File: src/grsp_ram.sv
// Simple memory with one write port and one registered read port.
`default_nettype none

module grsp_ram #(
  parameter int DEPTH = 256,
  parameter int WIDTH = 16
) (
  input  wire logic                     clk,
  input  wire logic                     we,
  input  wire logic [$clog2(DEPTH)-1:0] waddr,
  input  wire logic [WIDTH-1:0]         wdata,
  input  wire logic [$clog2(DEPTH)-1:0] raddr,
  output logic      [WIDTH-1:0]         rdata
);

  logic [WIDTH-1:0] mem [DEPTH];

  // Write and registered read.
  always_ff @(posedge clk) begin
    if (we) begin
      mem[waddr] <= wdata;
    end
    rdata <= mem[raddr];
  end

endmodule

`default_nettype wire

File: config.mk
export PLATFORM = sky130hd
export DESIGN_NAME = grsp_ram
export DESIGN_NICKNAME = d
export VERILOG_FILES = /design/src/grsp_ram.sv
export SDC_FILE = /design/constraint.sdc
export NUM_CORES = 2
export LEC_CHECK = 0
export ABC_CLOCK_PERIOD_IN_PS = 2700
export BUFFER_PORTS_ARGS = -buffer_cell sky130_fd_sc_hd__buf_4
export CAP_MARGIN = 20
export CORE_MARGIN = 5
export CORE_UTILIZATION = 38
export DETAILED_ROUTE_END_ITERATION = 16
export PLACE_DENSITY_LB_ADDON = 0.12
export RECOVER_POWER = 25
export SLEW_MARGIN = 20
export SYNTH_ARGS = -nofsm -noshare
export SYNTH_HDL_FRONTEND = slang
export SYNTH_SLANG_ARGS = --single-unit
File: constraint.sdc
create_clock -name clk -period 2.7 [get_ports clk]
set_clock_uncertainty 0.15 [all_clocks]
set_input_delay 0.135 -clock clk [delete_from_list [all_inputs] [get_ports clk]]
set_output_delay 0.135 -clock clk [all_outputs]
set_load 0.01 [all_outputs]
==> metrics.md <==
| Metric | Value |
|---|---|
| Status | `complete, but fails checks` |
| Failing checks | `capacitance limit, slew limit, setup timing` |
| Final setup viols | `24` |
| Slew Viols, Final | `1493` |
| Worst EP arrival | `3060 ps` |
| Ports | `50` |
| Min Clock Period, post-route | `2730 ps` |
| RSZ-0062 raised after global routing | `yes` |
| Launch point of the worst path | `wdata[3]` |
| Total grt overflow | `0` |
| Worst path required time | `3030 ps` |
| Row cnt | `237` |
| Cell variety after synth | `52` |
| Number of vias per cell | `5.62` |
| Max Fanout on Critical Path | `36` |
| Total die area | `431000 µm²` |
| Worst slew pin tran | `2740 ps` |
| Syn_area_per_cell | `21.6 µm²` |
| Largest net degree at the start of global routing | `120` |
| Count leader, synth | `edfxtp_1` |
| Cell Int Power | `107 mW` |
| Die Wd | `656 µm` |
| Number of max-cap violations | `20` |
| Min-Delay Startpoint | `raddr[2]` |
| Final Power | `136 mW` |
| Routed Antenna Nets | `0` |
| Synthesized Nets | `7394` |
| Top cells by area, synth | `edfxtp_1 (77%), mux4_2 (11%), mux2i_1 (3.6%)` |
| Power per cell area | `721 nW/µm²` |
| Vias in the first global route | `82400` |
| Clk slew on worst S/H paths | `60 ps` |
| Area share of the largest cell type after synthesis | `77.5%` |
| Avg WL per Cell | `33.0 µm` |
| Synth area leader | `edfxtp_1` |
| Pre-antenna DRT Iters | `5` |
| Gate Count Post-Synth | `7360` |
| Root Buffer | `clkbuf_16` |
| Dominant synthesized flop cell | `edfxtp_1` |
| Yosys warns | `0` |
| Comb pwr share | `6.0%` |
| CTS tree | `built` |
| Core area | `416000 µm²` |
| DP Wirelength | `305000 µm` |
| Final hold viol count | `0` |
| Layout cell share with drive strength beyond 1 | `32.3%` |
| DRC violations left | `0` |
| Final worst-path setup slack | `-32.0 ps` |
| Total GRT Usage | `21.8%` |
| FILL cells | `35300` |
| Hold Path Class | `in -> reg` |
| Critical path type | `in -> reg` |
| Crit share post-route | `101%` |
| Post-synth EDFFs | `4096` |
| Post-CTS setup buffers | `0` |
| Post-Route WL | `479000 µm` |
| Clk sinks | `4112` |
| TritonCTS buffer count | `434` |
| Sw Share | `21.9%` |
| Die Ht | `656 µm` |
| Clock power frac | `42.3%` |
| Final TNS setup | `-311 ps` |
| Critical Path Source Type | `input pin` |
| R2R Path Start | `mem[23][3]` |
| Placed inst area | `175000 µm²` |
| Initial Utilization | `38.1%` |
| Initial antenna violation count | `29` |
| Synth Cell Area | `159000 µm²` |
| Sequential share of the synthesized area | `77.7%` |
| Sequential share of power | `51.7%` |
| DR vias | `81400` |
| Pre-CTS WS | `-947 ps` |
| Clk Latency, worst-skew pair | `1010 ps` |
| Max Fclk | `366 MHz` |
| Hold WS | `70.1 ps` |
| Maximum clock path buffer count | `4` |
| Iter 0 DRT Violations | `8862` |
| Crit. End Element | `flip-flop` |
| Max IR drop VDD | `530 µV` |
| First-pass GRT wire length | `666000 µm` |
| Number of port buffers | `49` |
| CTS H-tree depth | `5` |
| Top cells by count, synth | `edfxtp_1 (4096), mux4_2 (797), mux2i_1 (565)` |
| Slew headroom | `-82.4%` |
| Area Growth Syn to Fin | `19.3%` |
| Seq cells post-synth | `4112` |
| Post-synth ARST share | `0%` |
| RePlAce Congestion | `0.854` |
| Layout Cell Area excl Fill | `189000 µm²` |
| Leakage | `61.3 nW` |
| Switching power | `29.9 mW` |
| Nets | `8661` |
==> final cells by class <==
type	instances	area, µm²	area share (%)
Antenna cell	10	25.0	0.0132
Clock buffer	549	11500	6.05
Clock inverter	250	2210	1.17
Inverter	4	27.5	0.0145
Multi-Input combinational cell	2792	33400	17.6
Sequential cell	4112	123000	65.1
Tap cell	5497	6880	3.63
Timing Repair Buffer	1283	12000	6.36
==> layout by cell type (no fill, tap or decap), types with 42 or more instances in the layout <==
| cell | n |
|---|---|
| edfxtp_1 | 4096 |
| buf_4 | 998 |
| mux4_2 | 797 |
| mux2i_1 | 565 |
| clkbuf_16 | 440 |
| o221ai_1 | 252 |
| buf_12 | 188 |
| a21oi_1 | 173 |
| nor2_2 | 164 |
| o22ai_1 | 148 |
| nor2_1 | 139 |
| clkbuf_1 | 121 |
| clkinv_1 | 111 |
| nor3_1 | 89 |
| mux2_2 | 88 |
| clkinv_2 | 76 |
| dlygate4sd3_1 | 46 |
| a22oi_1 | 42 |
==> flip-flops by register name (all words and copies together) (netlist names) <==
name / cells
rdata: 16
mem: 4096
==> critical path: stages <==
cell	delay, ps
dlygate4sd3_1	520
clkbuf_1	780
clkbuf_1	1560
==> repair_timing <==
action / CTS / global route
pin swaps: 2 / 3
hold endpoints to repair: 5710 / 0
endpoints found under the setup margin: 7 / 10
gates resized for setup: 15 / 8
hold buffers: 49 / 0
==> worst paths after layout <==
kind	to	slack (ps)	depth (start not counted)
setup reg to reg	rdata[3]	30	6
hold / removal	rdata[2]	70	7
setup / recovery	mem[99][3]	-30	3
hold reg to reg	rdata[6]	940	6
==> logic make-up (layout without fill, tap and decap cells) <==
logic type / count (synthesis) / after routing / synth area share (%)
other cells: 0 / 10 / 0
simple gates: 556 / 556 / 1.57
mux: 1450 / 1450 / 15.5
buf+inv: 456 / 2086 / 1.69
compound gates: 786 / 786 / 3.54
flops: 4112 / 4112 / 77.7
==> through the flow <==
step,utilization [%],cells
finish,45.5,14500
global route,45.5,14500
CTS,45.6,14500
detailed placement,42.1,13600
global placement,42.1,13600
floorplan,-,7360
==> layer usage <==
| metal | global-route usage [%] | routed length [µm] | vias up |
|---|---|---|---|
| li1 | - | - | 33900 |
| met1 | 31.6 | 209000 | 44300 |
| met2 | 34.8 | 227000 | 2658 |
| met3 | 3.17 | 29600 | 546 |
| met4 | 5.28 | 12800 | 6 |
| met5 | 0 | 46 | - |
==> power groups by stage <==
stage	sequential (mW)	combinational [mW]	clock [mW]
finish	70.5	8.15	57.7
global route	70.5	8.52	61.7
CTS	70.5	8.30	59.0
detailed placement	71.8	8.17	0
global placement	71.8	8.09	0
floorplan	71.8	3.47	0
(Power assumes the default switching activity.)
