$ cat src/grsp_pkg.sv
// Shared types and codes for the generational reference-counted slot pool.
`default_nettype none

package grsp_pkg;

  // Operation codes carried in the func field.
  localparam logic [1:0] FUNC_ALLOC   = 2'd0;
  localparam logic [1:0] FUNC_LOOKUP  = 2'd1;
  localparam logic [1:0] FUNC_ADDREF  = 2'd2;
  localparam logic [1:0] FUNC_RELEASE = 2'd3;

  // Status codes carried in the status field.
  localparam logic [1:0] ST_OK        = 2'd0;
  localparam logic [1:0] ST_INVALID   = 2'd1;
  localparam logic [1:0] ST_FULL      = 2'd2;
  localparam logic [1:0] ST_SATURATED = 2'd3;

  // Request transaction payload.
  typedef struct packed {
    logic [1:0]  func;
    logic [7:0]  slot_index;
    logic [15:0] handle_gen;
  } req_t;

  // Response transaction payload.
  typedef struct packed {
    logic [1:0]  status;
    logic [7:0]  out_index;
    logic [15:0] out_gen;
    logic [15:0] ref_count;
    logic        freed;
  } rsp_t;

  // Operations of the shared step unit.
  typedef enum logic [1:0] {
    UNIT_INC,
    UNIT_DEC,
    UNIT_INC_WRAP
  } unit_op_t;

endpackage

`default_nettype wire

$ cat src/grsp_step_unit.sv
// Shared increment and decrement unit for counts and generations.
`default_nettype none

module grsp_step_unit #(
  parameter int W = 16
) (
  input  wire grsp_pkg::unit_op_t op,
  input  wire logic [W-1:0]       operand,
  input  wire logic [W-1:0]       limit,
  output logic      [W-1:0]       result,
  output logic                    is_zero
);

  // Step by one; the wrapping increment goes from the limit back to one.
  always_comb begin
    case (op)
      grsp_pkg::UNIT_DEC:      result = operand - W'(1);
      grsp_pkg::UNIT_INC_WRAP: result = (operand >= limit) ? W'(1) : operand + W'(1);
      default:                 result = operand + W'(1);
    endcase
  end

  assign is_zero = (result == '0);

endmodule

`default_nettype wire

$ cat config.mk
export PLATFORM = sky130hd
export DESIGN_NAME = grsp_step_unit
export DESIGN_NICKNAME = d
export VERILOG_FILES = /design/src/grsp_pkg.sv /design/src/grsp_step_unit.sv
export SDC_FILE = /design/constraint.sdc
export NUM_CORES = 1
export LEC_CHECK = 0
export ABC_AREA = 1
export ABC_CLOCK_PERIOD_IN_PS = 2700
export BUFFER_PORTS_ARGS = -buffer_cell sky130_fd_sc_hd__buf_2
export CORE_UTILIZATION = 48
export DETAILED_ROUTE_END_ITERATION = 8
export GPL_TIMING_DRIVEN = 0
export PLACE_DENSITY_LB_ADDON = 0.08
export SLEW_MARGIN = 20
export SYNTH_ARGS = -nofsm -noshare
export SYNTH_HDL_FRONTEND = slang
export SYNTH_SLANG_ARGS = --single-unit
$ cat constraint.sdc
create_clock -name vclk -period 2.7
set_input_delay 0.675 -clock vclk [all_inputs]
set_output_delay 0.675 -clock vclk [all_outputs]
set_load 0.02 [all_outputs]
==> impl_metrics.env <==
export IMPL_synth_fp_nets=338
export IMPL_core_mm2=0.00308
export IMPL_grt_ovfl_total=0
export IMPL_die_w_um=59.3
export IMPL_yosys_top_cells_area="inv_1 (16%), ha_1 (16%), nand2_1 (14%)"
export IMPL_finalNonFillerCells=392
export IMPL_cp_start_kind="input port"
export IMPL_ff_latch_area_um2=0
export IMPL_grt_setup_unrepaired="yes"
export IMPL_fp_dieH_um=59.3
export IMPL_grt_antenna_before_repair=0
export IMPL_holdBufCountCts=0
export IMPL_start_util=0.512
export IMPL_drc=0
export IMPL_failed_checks="setup timing"
export IMPL_yosysWarnings=0
export IMPL_io_buffers=51
export IMPL_cp_data_required_time_ns=2.03
export IMPL_pwr_density_cell_mw_per_mm2=184
export IMPL_firstDrtPassIters=4
export IMPL_fp_row_count=20
export IMPL_hold_class="in2out"
export IMPL_period_needed_ns=3.21
export IMPL_netlist_top_cell_by_area="inv_1"
export IMPL_diodes=0
export IMPL_finalHoldViolCount=0
export IMPL_gr_usage_all_layers=0.264
export IMPL_fin_hold_ws_ns=1.81
export IMPL_final_cell_mix="nand2_1 (54), inv_1 (49), nor2_1 (35)"
export IMPL_maxCapViolCount=0
export IMPL_final_common_cell="nand2_1"
export IMPL_p_leak_uw=0.00129
export IMPL_timing_final_ws_setup_ns=-0.515
export IMPL_pin_count=51
export IMPL_cp_end_kind="output pin"
export IMPL_grt_max_degree=11
export IMPL_critPathArrivalTime_ns=2.54
export IMPL_final_max_slew_violation_count=0
export IMPL_synthCells=284
export IMPL_setup_tns_ns=-3.33
export IMPL_post_drt_wl_per_cell_um=12.8
export IMPL_place_inst=379
export IMPL_fin_crit_sh=1.19
export IMPL_drt_wl_total_mm=5.02
export IMPL_via_per_inst=5.15
export IMPL_power_uw=474
export IMPL_num_vias=2019
export IMPL_drive_gt1_frac=0.448
export IMPL_syn_avg_cell_area_um2=5.55
export IMPL_fp_dieArea_mm2=0.00351
export IMPL_max_freq_mhz=311
export IMPL_slew_headroom=0.765
export IMPL_status="finished with violations"
export IMPL_place_congestion=0.811
export IMPL_grt_pass1_wl_mm=7.34
export IMPL_synth_distinct_cells=28
export IMPL_place_hpwl_mm=3.18
export IMPL_tightest_slew_ns=0.349
export IMPL_ys_seq_area_frac=0
export IMPL_worst_ir_drop_vdd_v=0.000108
export IMPL_critical_path_class="in2out"
export IMPL_n_fill_cell=203
export IMPL_grt_pass1_vias=1743
export IMPL_final_nets=404
export IMPL_ant_nets=0
export IMPL_critical_path_max_fanout=5
export IMPL_clockBufferCount=0
export IMPL_dr_first_iter_drc_count=96
export IMPL_setup_violations_final=16
export IMPL_yosysTopAreaCellShare=0.160
export IMPL_areaGrowthSynthToFinish_pct=63.3
export IMPL_seq_cells=0
export IMPL_syn_area_mm2=0.00158
-- routing by layer --
metal / up-vias / part of all wire / track usage
li1: 999 / - / -
met1: 920 / 0.41 / 0.339
met2: 84 / 0.51 / 0.486
met3: 16 / 0.047 / 0.00655
met4: 0 / 0.024 / 0.0578
met5: - / 0 / 0
-- kinds of logic after synthesis --
kind of cell             share of synthesized area
AO/OA/AOI/OAI                                0.103
XOR/XNOR                                     0.111
adder cells (fa/ha/maj)                      0.159
buffers and inverters                        0.210
AND/OR/NAND/NOR                              0.417
-- critical path, cell delays in order --
cell and delay [ns]:
buf_4 0.13, ha_4 0.26, nand4_1 0.12, nor2_2 0.14, nor2_1 0.05, nand2_1 0.07, nand2_2 0.07, nand3_2 0.08
nand2_4 0.10, buf_8 0.16, a21oi_4 0.13, nand2_1 0.10, nor2_1 0.11, nand2_1 0.10, nor2_4 0.11, buf_6 0.11
-- what timing repair did --
| item | in CTS | in global routing |
|---|---|---|
| gates cloned | 1 | 0 |
| buffers inserted | 4 | 8 |
| pin swaps | 18 | 28 |
| gates resized for setup | 66 | 48 |
| setup endpoints to repair | 17 | 17 |
-- final timing paths --
check / startpoint / end / slack (ns) / cells after the start
worst max-delay path: operand[2] / is_zero / -0.51 / 16
worst min-delay path: operand[12] / result[12] / 1.81 / 6
-- synthesized netlist by cell type (all sizes together) --
| library cell | count |
|---|---|
| nor3 | 6 |
| xnor2 | 1 |
| inv | 71 |
| xor2 | 19 |
| nand3 | 18 |
| nor2 | 43 |
| a21boi | 1 |
| a21oi | 22 |
| nand2 | 62 |
| nor3b | 1 |
| nor4 | 1 |
| nand4 | 5 |
| buf | 6 |
| ha | 20 |
| clkbuf | 1 |
| or2 | 1 |
| o21ai | 6 |
-- per-stage QoR --
stage	instance area (um2)	setup WS (ns)	util
floorplan	1690	-0.130	-
global placement	2000	-0.676	0.649
detailed placement	2000	-0.680	0.649
CTS	2350	-0.424	0.762
global route	2570	-0.619	0.836
finish	2570	-0.515	0.836
-- power breakdown --
| group | total, uW | switching (uW) | internal, uW |
|---|---|---|---|
| registers | 0 | 0 | 0 |
| clock network | 0 | 0 | 0 |
| logic | 474 | 259 | 215 |
-- area by class of cell --
cell class                      count  area [um2]  share of cell area
Inverter                           71         287               0.111
Multi-Input combinational cell    206        1580               0.614
Buffer                              7        68.8              0.0268
Tap cell                           44        55.1              0.0214
Timing Repair Buffer               64         582               0.226
(Power assumes the default switching activity.)
